==> src/hdl/bsm_pkg.sv <==
package bsm_pkg;

    localparam int DATA_W  = 32;
    localparam int DEPTH_W = 9;

    localparam logic [7:0] OP_PUSH  = 8'd0;
    localparam logic [7:0] OP_ADD   = 8'd1;
    localparam logic [7:0] OP_SUB   = 8'd2;
    localparam logic [7:0] OP_MUL   = 8'd3;
    localparam logic [7:0] OP_SHOW  = 8'd4;
    localparam logic [7:0] OP_HALT  = 8'd5;
    localparam logic [7:0] OP_NOP   = 8'd6;

    typedef enum logic [2:0] {
        ST_EXEC    = 3'd0,
        ST_AWAIT   = 3'd1,
        ST_HALT    = 3'd2,
        ST_UNDER   = 3'd3,
        ST_OVER    = 3'd4,
        ST_UNKNOWN = 3'd5,
        ST_MISSING = 3'd6,
        ST_IGNORED = 3'd7
    } status_t;

    typedef struct packed {
        logic [7:0] code_byte;
        logic       start_req;
        logic       last_byte;
    } code_item_t;

    typedef struct packed {
        status_t                    status;
        logic                       print_valid;
        logic signed [DATA_W-1:0]   print_value;
        logic [DEPTH_W-1:0]         depth;
    } result_item_t;

endpackage

==> src/hdl/bsm_out_buf.sv <==
module bsm_out_buf (
    input  logic                  clk,
    input  logic                  rst_n,
    input  logic                  load,
    input  bsm_pkg::result_item_t load_item,
    output logic                  full,
    output logic                  result_valid,
    input  logic                  result_stall,
    output bsm_pkg::result_item_t result_item
);
    import bsm_pkg::*;

    logic         main_valid_reg;
    logic         skid_valid_reg;
    result_item_t main_reg;
    result_item_t skid_reg;
    logic         take;

    assign take         = main_valid_reg && !result_stall;
    assign full         = skid_valid_reg;
    assign result_valid = main_valid_reg;
    assign result_item  = main_reg;

    always_ff @(posedge clk or negedge rst_n)
    begin
        if (!rst_n)
        begin
            main_valid_reg <= 1'b0;
            skid_valid_reg <= 1'b0;
        end
        else if (!main_valid_reg || take)
        begin
            main_valid_reg <= skid_valid_reg || load;
            skid_valid_reg <= 1'b0;
        end
        else if (load)
        begin
            skid_valid_reg <= 1'b1;
        end
    end

    always_ff @(posedge clk)
    begin
        if (!main_valid_reg || take)
        begin
            main_reg <= skid_valid_reg ? skid_reg : load_item;
        end
        else if (load)
        begin
            skid_reg <= load_item;
        end
    end

`ifndef SYNTHESIS
    a_skid_behind_main: assert property (@(posedge clk) disable iff (!rst_n)
        skid_valid_reg |-> main_valid_reg)
        else $error("skid item without a head item");

    a_skid_fill: assert property (@(posedge clk) disable iff (!rst_n)
        load && main_valid_reg && result_stall |=> skid_valid_reg)
        else $error("item lost while output stalled");

    a_skid_drain: assert property (@(posedge clk) disable iff (!rst_n)
        skid_valid_reg && !result_stall |=> main_valid_reg && !skid_valid_reg)
        else $error("skid item not moved up");
`endif

endmodule

==> config.mk <==
export PLATFORM = sky130hd
export DESIGN_NAME = bsm_out_buf
export DESIGN_NICKNAME = d
export VERILOG_FILES = /design/src/hdl/bsm_pkg.sv /design/src/hdl/bsm_out_buf.sv
export SDC_FILE = /design/constraint.sdc
export NUM_CORES = 1
export LEC_CHECK = 0
export BUFFER_PORTS_ARGS = -buffer_cell sky130_fd_sc_hd__buf_2
export CAP_MARGIN = 30
export CORE_UTILIZATION = 40
export CTS_BUF_LIST = sky130_fd_sc_hd__clkbuf_8 sky130_fd_sc_hd__clkbuf_16
export DETAILED_ROUTE_END_ITERATION = 7
export PLACE_DENSITY_LB_ADDON = 0.08
export SKIP_LAST_GASP = 1
export SLEW_MARGIN = 20
export SYNTH_ARGS = -nofsm -noshare
export SYNTH_HDL_FRONTEND = slang
export SYNTH_SLANG_ARGS = --single-unit
==> constraint.sdc <==
create_clock -name clk -period 1.9 [get_ports clk]
set_input_delay 0.38 -clock clk [delete_from_list [all_inputs] [get_ports clk]]
set_output_delay 0.38 -clock clk [all_outputs]
set_load 0.01 [all_outputs]
==> results of run 1 <==
## metrics by stage
| stage | utilization | std cells |
|---|---|---|
| 2_1_floorplan | - | 146 |
| 3_3_place_gp | 0.492 | 347 |
| 3_5_place_dp | 0.492 | 347 |
| 4_1_cts | 0.518 | 363 |
| 5_1_grt | 0.518 | 363 |
| 6_report | 0.518 | 363 |
## logic make-up (layout without fill, tap and decap cells)
group / count (synthesis) / count (layout) / synth area share
AOI/OAI and AO/OA: 2 / 2 / 0.00545
buffers and inverters: 5 / 117 / 0.0145
DFF: 92 / 92 / 0.799
muxes: 45 / 45 / 0.178
and+or+nand+nor: 2 / 2 / 0.00291
## layout make-up
class,count,area (um2),share of cell area
clock buffer,9,124,0.0290
clock inverter,6,80.1,0.0187
multi-input combinational,49,644,0.151
sequential,92,2750,0.644
tap,105,131,0.0307
timing repair buffer,102,543,0.127
## synthesized netlist by cell type
library cell	n	area, um2
sky130_fd_sc_hd__dfrtp_1	2	50.1
sky130_fd_sc_hd__o211a_1	1	10.0
sky130_fd_sc_hd__and3_1	1	6.26
sky130_fd_sc_hd__buf_6	4	45.0
sky130_fd_sc_hd__nand2_1	1	3.75
sky130_fd_sc_hd__mux2_4	28	420
sky130_fd_sc_hd__mux2_2	17	191
sky130_fd_sc_hd__buf_2	1	5.00
sky130_fd_sc_hd__a211o_1	1	8.76
sky130_fd_sc_hd__edfxtp_1	90	2700
## what timing repair did
item	CTS	global route
hold endpoints to repair	2	0
setup buffers	0	0
hold buffers	1	0
## power by group through the flow
stage	clock network [uW]	logic, uW	registers, uW
floorplan	0	205	2540
global placement	0	452	2480
detailed placement	0	454	2480
CTS	1410	456	2440
global route	1480	488	2450
finish	1360	446	2430
## how the worst max path moves through the flow
| stage | from | to | cells after the start |
|---|---|---|---|
| floorplan | result_valid | result_item[0] | 1 |
| global placement | result_stall | skid_reg[31] | 3 |
| detailed placement | result_stall | skid_reg[16] | 3 |
| CTS | full | full | 2 |
| global route | full | full | 2 |
| finish | full | full | 2 |
## metal layers
metal	vias to the layer above	global-route usage	share of wire
met2	66	0.179	0.42
li1	796	-	-
met5	-	0	0
met4	0	0.0871	0.027
met1	787	0.178	0.47
met3	12	0.0411	0.074
## critical path: stages, from the launching register on
cell and delay, ns:
sky130_fd_sc_hd__dfrtp_2 0.39, sky130_fd_sc_hd__buf_12 0.26, sky130_fd_sc_hd__buf_2 0.18
==> impl_metrics.xml, run 1 <==
<?xml version="1.0" encoding="UTF-8"?>
<metrics>
  <group name="synthesis">
    <metric name="postSynthAreaPerCell" unit="um2">23.6</metric>
    <metric name="netlist_area" unit="um2">3440</metric>
    <metric name="synth_sequential_area_ratio" unit="">0.799</metric>
    <metric name="yosys_register_bits" unit="">92</metric>
    <metric name="post_syn_instances" unit="">146</metric>
    <metric name="yosys_warnings" unit="">0</metric>
    <metric name="synth.net_count" unit="">195</metric>
    <metric name="synth_cell_types" unit="">10</metric>
  </group>
  <group name="route">
    <metric name="dr.first_iter.drc_count" unit="">40</metric>
    <metric name="routed_wire_length_per_instance" unit="um">14.9</metric>
    <metric name="drt_first_pass_iters" unit="">4</metric>
    <metric name="vias_per_cell" unit="">4.58</metric>
    <metric name="wirelength" unit="um">5410</metric>
    <metric name="vias" unit="">1661</metric>
    <metric name="ant_nets" unit="">0</metric>
    <metric name="drt_drc_violations_left" unit="">0</metric>
  </group>
  <group name="layout">
    <metric name="drive_above_1_share" unit="">0.628</metric>
    <metric name="finalInstanceArea" unit="um2">4280</metric>
    <metric name="area_growth_from_synthesis_to_layout" unit="%">24.2</metric>
    <metric name="mostFrequentLayoutCells" unit="">sky130_fd_sc_hd__buf_2, sky130_fd_sc_hd__edfxtp_1, sky130_fd_sc_hd__mux2_4, sky130_fd_sc_hd__mux2_2, sky130_fd_sc_hd__clkbuf_8</metric>
    <metric name="layout.nets" unit="">303</metric>
    <metric name="n_antenna_cell" unit="">0</metric>
    <metric name="layout_commonest_cell" unit="">sky130_fd_sc_hd__buf_2</metric>
    <metric name="n_fill_cell" unit="">715</metric>
  </group>
  <group name="pwr">
    <metric name="p_sw_frac" unit="">0.209</metric>
    <metric name="seq_power_share" unit="">0.574</metric>
    <metric name="power.ir.vdd_worst" unit="mV">0.446</metric>
    <metric name="share_comb_of_total_power" unit="">0.105</metric>
    <metric name="p_leak" unit="uW">0.00169</metric>
    <metric name="pwr_density_cell" unit="nW/um2">991</metric>
    <metric name="finalPower" unit="uW">4240</metric>
    <metric name="clock_power_share" unit="">0.321</metric>
    <metric name="cellInternalPower" unit="uW">3350</metric>
    <metric name="switching_power" unit="uW">886</metric>
  </group>
  <group name="critical_path">
    <metric name="worst-r2r-cell-count" unit="">2</metric>
    <metric name="worst-r2r-setup-slack" unit="ns">0.59</metric>
    <metric name="reg2reg_start" unit="">result_valid</metric>
    <metric name="cp-end-kind" unit="">primary output</metric>
    <metric name="worst_reg2reg_endpoint" unit="">skid_reg[3]</metric>
    <metric name="worst-path-max-fanout" unit="">36</metric>
    <metric name="worst-endpoint-arrival" unit="ns">1.18</metric>
    <metric name="timing.setup.critical_path_class" unit="">flip-flop to primary output</metric>
    <metric name="critical_path.startpoint_type" unit="">flip-flop</metric>
    <metric name="crit_required" unit="ns">1.52</metric>
  </group>
  <group name="clock_network">
    <metric name="cts_tree" unit="">yes</metric>
    <metric name="clock-sinks" unit="">92</metric>
    <metric name="post_cts.resized_instances" unit="">0</metric>
    <metric name="htreeDepth" unit="">3</metric>
    <metric name="clock_insertion_delay_at_the_later_pin_of_the_skew_report" unit="ns">0.35</metric>
    <metric name="cts_buffer_depth" unit="">2</metric>
    <metric name="cts.clk_slew.worst_paths" unit="ns">0.08</metric>
    <metric name="cts_made_buffers" unit="">9</metric>
    <metric name="clock-root-buffer" unit="">sky130_fd_sc_hd__clkbuf_8</metric>
  </group>
  <group name="global_routing">
    <metric name="first_global_vias" unit="">1636</metric>
    <metric name="grt_pass1_wl" unit="um">8310</metric>
    <metric name="antenna_found_initial" unit="">0</metric>
    <metric name="largest_net_degree_at_the_start_of_global_routing" unit="">37</metric>
    <metric name="grt.total_usage" unit="">0.131</metric>
    <metric name="grt_overflow" unit="">0</metric>
  </group>
  <group name="sta">
    <metric name="clock_skew" unit="ns">0.00545</metric>
    <metric name="relSlewSlack" unit="">0.715</metric>
    <metric name="setup_viol" unit="">0</metric>
    <metric name="final.setup.tns" unit="ns">0</metric>
    <metric name="final_period_minus_worst_setup_slack" unit="ns">1.56</metric>
    <metric name="rsz0062_at_grt" unit="">false</metric>
    <metric name="fmax" unit="MHz">643</metric>
    <metric name="hold_violations" unit="">0</metric>
    <metric name="finalCritPeriodShare" unit="">0.819</metric>
    <metric name="finalHoldWorstSlack" unit="ns">0.213</metric>
    <metric name="final.setup.worst_slack" unit="ns">0.344</metric>
    <metric name="tightest_slew" unit="ns">0.428</metric>
    <metric name="timing.final.max_slew_violations" unit="">0</metric>
  </group>
  <group name="worst_hold_path">
    <metric name="hold_path.startpoint" unit="">load_item[10]</metric>
    <metric name="hold_path_depth" unit="">1</metric>
    <metric name="min_path_type" unit="">primary input to flip-flop</metric>
    <metric name="hold-path-endpoint" unit="">skid_reg[10]</metric>
  </group>
  <group name="floorplanning">
    <metric name="top_level_ports" unit="">96</metric>
    <metric name="placeableCoreArea" unit="um2">8260</metric>
    <metric name="width_of_the_die" unit="um">94.8</metric>
    <metric name="die_area" unit="um2">8980</metric>
    <metric name="chipHeight" unit="um">94.8</metric>
    <metric name="std_cell_rows" unit="">33</metric>
    <metric name="start_util" unit="">0.417</metric>
  </group>
  <group name="placement">
    <metric name="dp_worst_setup_slack" unit="ns">0.511</metric>
    <metric name="place.detailed.hpwl" unit="um">3540</metric>
    <metric name="placement.io_buffers" unit="">95</metric>
    <metric name="routability_congestion" unit="">0.629</metric>
    <metric name="placed_area" unit="um2">4060</metric>
  </group>
  <group name="run_status">
    <metric name="outcome" unit="">completed</metric>
  </group>
  <group name="run">
    <metric name="max_cap_viols" unit="">0</metric>
  </group>
</metrics>
Note: power is estimated with default switching activity, not from simulation.
==> run 2: changes to the inputs <==
- ABC_AREA: not set -> 1
- clock period: 1.9 -> 1.5 ns (I/O delays scaled with it)
==> impl_metrics.xml, run 2 <==
<?xml version="1.0" encoding="UTF-8"?>
<metrics>
  <group name="sta">
    <metric name="timing.final.max_slew_violations" unit="">0</metric>
    <metric name="finalCritPeriodShare" unit="">0.928</metric>
    <metric name="setup_viol" unit="">0</metric>
    <metric name="final.setup.worst_slack" unit="ns">0.107</metric>
    <metric name="fmax" unit="MHz">718</metric>
    <metric name="hold_violations" unit="">0</metric>
    <metric name="tightest_slew" unit="ns">0.479</metric>
    <metric name="final_period_minus_worst_setup_slack" unit="ns">1.39</metric>
    <metric name="relSlewSlack" unit="">0.681</metric>
    <metric name="clock_skew" unit="ns">0.00825</metric>
    <metric name="rsz0062_at_grt" unit="">false</metric>
  </group>
  <group name="layout">
    <metric name="area_growth_from_synthesis_to_layout" unit="%">24.1</metric>
    <metric name="mostFrequentLayoutCells" unit="">sky130_fd_sc_hd__nand2_1, sky130_fd_sc_hd__buf_2, sky130_fd_sc_hd__edfxtp_1, sky130_fd_sc_hd__clkbuf_8, sky130_fd_sc_hd__buf_4</metric>
    <metric name="drive_above_1_share" unit="">0.339</metric>
    <metric name="layout.nets" unit="">398</metric>
    <metric name="layout_commonest_cell" unit="">sky130_fd_sc_hd__nand2_1</metric>
    <metric name="finalInstanceArea" unit="um2">4220</metric>
    <metric name="post_layout_nonfiller_instances" unit="">459</metric>
    <metric name="n_antenna_cell" unit="">0</metric>
  </group>
  <group name="pwr">
    <metric name="finalPower" unit="uW">5240</metric>
    <metric name="p_leak" unit="uW">0.00184</metric>
    <metric name="pwr_density_cell" unit="nW/um2">1240</metric>
    <metric name="power.ir.vdd_worst" unit="mV">0.494</metric>
  </group>
  <group name="synthesis">
    <metric name="yosysTopAreaCell" unit="">sky130_fd_sc_hd__edfxtp_1</metric>
    <metric name="synth.net_count" unit="">292</metric>
    <metric name="synthArstFlopShare" unit="">0.0217</metric>
    <metric name="yosysMostFrequentCell" unit="">sky130_fd_sc_hd__nand2_1</metric>
    <metric name="synth_cell_types" unit="">9</metric>
    <metric name="synth_area_leaders" unit="">sky130_fd_sc_hd__edfxtp_1, sky130_fd_sc_hd__nand2_1, sky130_fd_sc_hd__buf_12</metric>
    <metric name="synth_top_area_frac" unit="">0.795</metric>
    <metric name="yosys_warnings" unit="">0</metric>
    <metric name="postSynthAreaPerCell" unit="um2">14.0</metric>
    <metric name="post_syn_instances" unit="">243</metric>
    <metric name="synth_common_cells" unit="">sky130_fd_sc_hd__nand2_1, sky130_fd_sc_hd__edfxtp_1, sky130_fd_sc_hd__buf_12, sky130_fd_sc_hd__buf_2, sky130_fd_sc_hd__nor2_1</metric>
    <metric name="postSynth.topFlopCell" unit="">sky130_fd_sc_hd__edfxtp_1</metric>
    <metric name="netlist_area" unit="um2">3400</metric>
    <metric name="synth_sequential_area_ratio" unit="">0.810</metric>
    <metric name="synth_enable_flop_cells" unit="">90</metric>
    <metric name="yosys_register_bits" unit="">92</metric>
  </group>
  <group name="global_routing">
    <metric name="first_global_vias" unit="">1988</metric>
    <metric name="antenna_found_initial" unit="">1</metric>
    <metric name="grt_overflow" unit="">0</metric>
    <metric name="grt.total_usage" unit="">0.152</metric>
    <metric name="largest_net_degree_at_the_start_of_global_routing" unit="">48</metric>
    <metric name="grt_pass1_wl" unit="um">9890</metric>
  </group>
  <group name="route">
    <metric name="dr.first_iter.drc_count" unit="">110</metric>
    <metric name="ant_nets" unit="">0</metric>
    <metric name="wirelength" unit="um">6430</metric>
    <metric name="drt_drc_violations_left" unit="">0</metric>
    <metric name="drt_first_pass_iters" unit="">4</metric>
    <metric name="routed_wire_length_per_instance" unit="um">14.0</metric>
    <metric name="vias" unit="">2101</metric>
    <metric name="vias_per_cell" unit="">4.58</metric>
  </group>
  <group name="clock_network">
    <metric name="clock_insertion_delay_at_the_later_pin_of_the_skew_report" unit="ns">0.34</metric>
    <metric name="cts.clk_slew.worst_paths" unit="ns">0.09</metric>
    <metric name="cts_buffer_depth" unit="">2</metric>
    <metric name="cts_tree" unit="">yes</metric>
    <metric name="cts_made_buffers" unit="">9</metric>
    <metric name="clock-root-buffer" unit="">sky130_fd_sc_hd__clkbuf_8</metric>
    <metric name="htreeDepth" unit="">3</metric>
    <metric name="clock-sinks" unit="">92</metric>
  </group>
  <group name="placement">
    <metric name="routability_congestion" unit="">0.660</metric>
    <metric name="dp_worst_setup_slack" unit="ns">0.144</metric>
    <metric name="placement.io_buffers" unit="">95</metric>
    <metric name="placed_area" unit="um2">3970</metric>
    <metric name="placed_cells_incl_taps" unit="">439</metric>
    <metric name="place.detailed.hpwl" unit="um">3920</metric>
  </group>
  <group name="critical_path">
    <metric name="critical_path.startpoint_type" unit="">flip-flop</metric>
    <metric name="worst-r2r-cell-count" unit="">4</metric>
    <metric name="timing.setup.critical_path_class" unit="">flip-flop to primary output</metric>
    <metric name="cp_slowest_cell" unit="">sky130_fd_sc_hd__dfrtp_2</metric>
    <metric name="worst-path-max-fanout" unit="">24</metric>
    <metric name="reg2reg_start" unit="">full</metric>
    <metric name="timing.critical_path.slowest_cell_delay" unit="ns">0.44</metric>
    <metric name="worst-endpoint-arrival" unit="ns">1.09</metric>
    <metric name="worst_reg2reg_endpoint" unit="">result_item[38]</metric>
    <metric name="crit_required" unit="ns">1.20</metric>
    <metric name="cp-end-kind" unit="">primary output</metric>
    <metric name="critical_path.cell_chain" unit="">buf_12 &gt; buf_2</metric>
    <metric name="worstSetupStartpoint" unit="">full</metric>
    <metric name="worst-r2r-setup-slack" unit="ns">0.24</metric>
    <metric name="timing.critical_path.to" unit="">full</metric>
  </group>
  <group name="run_status">
    <metric name="outcome" unit="">completed</metric>
  </group>
  <group name="run">
    <metric name="max_cap_viols" unit="">0</metric>
  </group>
  <group name="floorplanning">
    <metric name="chipHeight" unit="um">94.2</metric>
    <metric name="start_util" unit="">0.414</metric>
    <metric name="die_area" unit="um2">8870</metric>
    <metric name="width_of_the_die" unit="um">94.2</metric>
    <metric name="top_level_ports" unit="">96</metric>
    <metric name="std_cell_rows" unit="">33</metric>
    <metric name="placeableCoreArea" unit="um2">8220</metric>
  </group>
  <group name="worst_hold_path">
    <metric name="min_path_type" unit="">primary input to flip-flop</metric>
  </group>
</metrics>
-- run 2: area by class of cell --
class | instances | area, um2
Timing Repair Buffer | 104 | 588
Multi-Input combinational cell | 140 | 549
Fill cell | 762 | 4000
Sequential cell | 92 | 2760
Inverter | 2 | 10.0
Clock buffer | 9 | 124
Clock inverter | 7 | 61.3
Tap cell | 105 | 131
-- run 2: kinds of logic (layout without fill, tap and decap cells) --
group | Yosys count | count (layout) | share of synthesized area
buffers and inverters | 11 | 122 | 0.0357
flip-flops | 92 | 92 | 0.810
AND/OR/NAND/NOR | 140 | 140 | 0.155
-- run 2: metrics by stage --
stage | util | setup TNS [ns] | hold slack (ns)
6_report | 0.513 | 0 | 0.144
2_1_floorplan | - | -12.71 | 0.00441
3_5_place_dp | 0.483 | 0 | 0.0974
5_1_grt | 0.513 | 0 | 0.122
3_3_place_gp | 0.483 | 0 | 0.0963
4_1_cts | 0.508 | 0 | 0.128
-- run 2: worst min-delay path by stage --
stage,startpoint,endpoint,depth (start not counted)
3_5_place_dp,rst_n,result_valid,1
2_1_floorplan,rst_n,full,0
4_1_cts,load_item[2],skid_reg[2],1
5_1_grt,load_item[8],skid_reg[8],1
3_3_place_gp,rst_n,result_valid,1
6_report,load_item[2],skid_reg[2],1
-- run 2: metal layers --
metal | routed length, um | vias to the layer above | global-route usage
li1 | - | 1027 | -
met1 | 2910 | 1005 | 0.201
met2 | 3100 | 65 | 0.236
met3 | 376 | 4 | 0.0413
met4 | 45 | 0 | 0.0615
met5 | 0 | - | 0
-- run 2: repair_timing --
action / CTS / global route
cloned: 0 / 1
gates resized for setup: 3 / 2
setup endpoints to repair: 1 / 10
hold buffers: 1 / 0
setup buffers: 0 / 2
hold endpoints to repair: 2 / 0
-- run 2: worst max-delay path: cells and delay by family (launching register included) --
kind	cells	cell delay (ns)
buf+inv	2	0.32
flops	1	0.44
-- run 2: where the power goes --
| group | switching [uW] | internal [uW] | total (uW) |
|---|---|---|---|
| Clock | 808 | 751 | 1560 |
| Sequential | 52.6 | 3050 | 3110 |
| Combinational | 348 | 221 | 569 |
==> run 3: changes to the inputs <==
- CAP_MARGIN: 30 -> not set
- CORE_MARGIN: not set -> 4
==> impl_metrics.xml, run 3 (synthesized netlist as in run 2, its figures left out) <==
<?xml version="1.0" encoding="UTF-8"?>
<metrics>
  <group name="clock_network">
    <metric name="cts_tree" unit="">yes</metric>
    <metric name="clock-root-buffer" unit="">sky130_fd_sc_hd__clkbuf_8</metric>
    <metric name="cts_buffer_depth" unit="">2</metric>
    <metric name="clock-sinks" unit="">92</metric>
    <metric name="htreeDepth" unit="">3</metric>
    <metric name="cts_made_buffers" unit="">9</metric>
    <metric name="clock_insertion_delay_at_the_later_pin_of_the_skew_report" unit="ns">0.34</metric>
    <metric name="cts.clk_slew.worst_paths" unit="ns">0.09</metric>
    <metric name="cts_post_setup_buffers_inserted" unit="">0</metric>
  </group>
  <group name="route">
    <metric name="dr.first_iter.drc_count" unit="">89</metric>
    <metric name="routed_wire_length_per_instance" unit="um">14.1</metric>
    <metric name="drt_drc_violations_left" unit="">0</metric>
    <metric name="vias" unit="">2026</metric>
    <metric name="ant_nets" unit="">0</metric>
    <metric name="wirelength" unit="um">6460</metric>
    <metric name="drt_first_pass_iters" unit="">4</metric>
    <metric name="vias_per_cell" unit="">4.41</metric>
  </group>
  <group name="sta">
    <metric name="relSlewSlack" unit="">0.765</metric>
    <metric name="fmax" unit="MHz">709</metric>
    <metric name="clock_skew" unit="ns">0.00733</metric>
    <metric name="rsz0062_at_grt" unit="">false</metric>
    <metric name="hold_violations" unit="">0</metric>
    <metric name="setup_viol" unit="">0</metric>
    <metric name="final_period_minus_worst_setup_slack" unit="ns">1.41</metric>
    <metric name="tightest_slew" unit="ns">0.352</metric>
    <metric name="finalCritPeriodShare" unit="">0.941</metric>
    <metric name="timing.final.max_slew_violations" unit="">0</metric>
    <metric name="final.setup.tns" unit="ns">0</metric>
  </group>
  <group name="global_routing">
    <metric name="largest_net_degree_at_the_start_of_global_routing" unit="">35</metric>
    <metric name="first_global_vias" unit="">1963</metric>
    <metric name="antenna_found_initial" unit="">0</metric>
    <metric name="grt_overflow" unit="">0</metric>
    <metric name="grt_pass1_wl" unit="um">9860</metric>
    <metric name="grt.total_usage" unit="">0.133</metric>
  </group>
  <group name="run_status">
    <metric name="outcome" unit="">completed</metric>
  </group>
  <group name="floorplanning">
    <metric name="top_level_ports" unit="">96</metric>
    <metric name="start_util" unit="">0.412</metric>
    <metric name="die_area" unit="um2">10000</metric>
    <metric name="chipHeight" unit="um">100</metric>
    <metric name="width_of_the_die" unit="um">100</metric>
    <metric name="std_cell_rows" unit="">33</metric>
    <metric name="placeableCoreArea" unit="um2">8260</metric>
  </group>
  <group name="critical_path">
    <metric name="timing.setup.critical_path_class" unit="">flip-flop to primary output</metric>
    <metric name="worst-r2r-cell-count" unit="">4</metric>
    <metric name="critical_path.startpoint_type" unit="">flip-flop</metric>
    <metric name="cp-end-kind" unit="">primary output</metric>
    <metric name="worst-path-max-fanout" unit="">32</metric>
    <metric name="crit_required" unit="ns">1.20</metric>
    <metric name="worst-endpoint-arrival" unit="ns">1.11</metric>
  </group>
  <group name="placement">
    <metric name="placed_cells_incl_taps" unit="">442</metric>
    <metric name="place.detailed.hpwl" unit="um">4430</metric>
    <metric name="placement.io_buffers" unit="">95</metric>
    <metric name="routability_congestion" unit="">0.726</metric>
    <metric name="placed_area" unit="um2">3990</metric>
  </group>
  <group name="worst_hold_path">
    <metric name="hold_path_depth" unit="">1</metric>
    <metric name="min_path_type" unit="">primary input to flip-flop</metric>
  </group>
  <group name="layout">
    <metric name="n_antenna_cell" unit="">0</metric>
    <metric name="mostFrequentLayoutCells" unit="">sky130_fd_sc_hd__nand2_1, sky130_fd_sc_hd__buf_2, sky130_fd_sc_hd__edfxtp_1, sky130_fd_sc_hd__clkbuf_8, sky130_fd_sc_hd__buf_4</metric>
    <metric name="post_layout_nonfiller_instances" unit="">459</metric>
    <metric name="drive_above_1_share" unit="">0.342</metric>
    <metric name="layout_commonest_cell" unit="">sky130_fd_sc_hd__nand2_1</metric>
    <metric name="layout.nets" unit="">398</metric>
    <metric name="finalInstanceArea" unit="um2">4180</metric>
    <metric name="final_core_density" unit="">0.506</metric>
    <metric name="area_growth_from_synthesis_to_layout" unit="%">23.0</metric>
  </group>
  <group name="pwr">
    <metric name="cellInternalPower" unit="uW">3860</metric>
    <metric name="clock_power_share" unit="">0.281</metric>
    <metric name="power.ir.vdd_worst" unit="mV">0.547</metric>
    <metric name="p_sw_frac" unit="">0.243</metric>
    <metric name="switching_power" unit="uW">1240</metric>
    <metric name="seq_power_share" unit="">0.609</metric>
    <metric name="pwr_density_cell" unit="nW/um2">1220</metric>
    <metric name="share_comb_of_total_power" unit="">0.110</metric>
    <metric name="finalPower" unit="uW">5100</metric>
    <metric name="p_leak" unit="uW">0.00181</metric>
  </group>
  <group name="run">
    <metric name="max_cap_viols" unit="">0</metric>
  </group>
</metrics>
[run 3: area by class of cell]
cell class	count	area, um2
Sequential cell	92	2760
Tap cell	105	131
Clock inverter	7	43.8
Clock buffer	9	124
Multi-Input combinational cell	140	549
Fill cell	785	4080
Timing Repair Buffer	104	571
Inverter	2	7.51
[run 3: repair_timing]
action                     CTS  global route
hold buffers                 1             0
hold endpoints to repair     2             0
resized for setup            1             2
setup endpoints to repair    1             1
[run 3: worst paths after layout]
path / startpoint / end / slack [ns]
max: full / full / 0.09
min: load_item[10] / skid_reg[10] / 0.14
max reg2reg: full / result_item[9] / 0.31
min reg2reg: skid_reg[0] / result_item[0] / 0.52
max in group asynchronous: rst_n / full / 1.13
min in group asynchronous: rst_n / result_valid / 0.26
[run 3: worst max-delay path, cell delays in order, from the launching register on]
cell and delay, ns:
sky130_fd_sc_hd__dfrtp_2 0.44, sky130_fd_sc_hd__buf_12 0.17, sky130_fd_sc_hd__buf_2 0.15
[run 3: routing by layer]
layer,vias up,GRT usage,wire (um)
met5,-,0,0
met4,0,0.0653,104
met3,8,0.0354,437
met2,67,0.201,2890
met1,924,0.179,3030
li1,1027,-,-
[run 3: power groups by stage]
stage | registers, uW | clock network (uW) | logic (uW)
4_1_cts | 3110 | 1490 | 571
3_3_place_gp | 3160 | 0 | 560
6_report | 3110 | 1430 | 560
3_5_place_dp | 3170 | 0 | 569
2_1_floorplan | 3240 | 0 | 234
5_1_grt | 3130 | 1600 | 631
[run 3: metrics by stage]
stage | hold slack (ns) | setup WS (ns)
CTS | 0.119 | 0.00267
finish | 0.140 | 0.0887
detailed placement | 0.0936 | 0.290
global placement | 0.0917 | 0.311
global route | 0.116 | 0.0253
floorplan | 0.00441 | -0.282
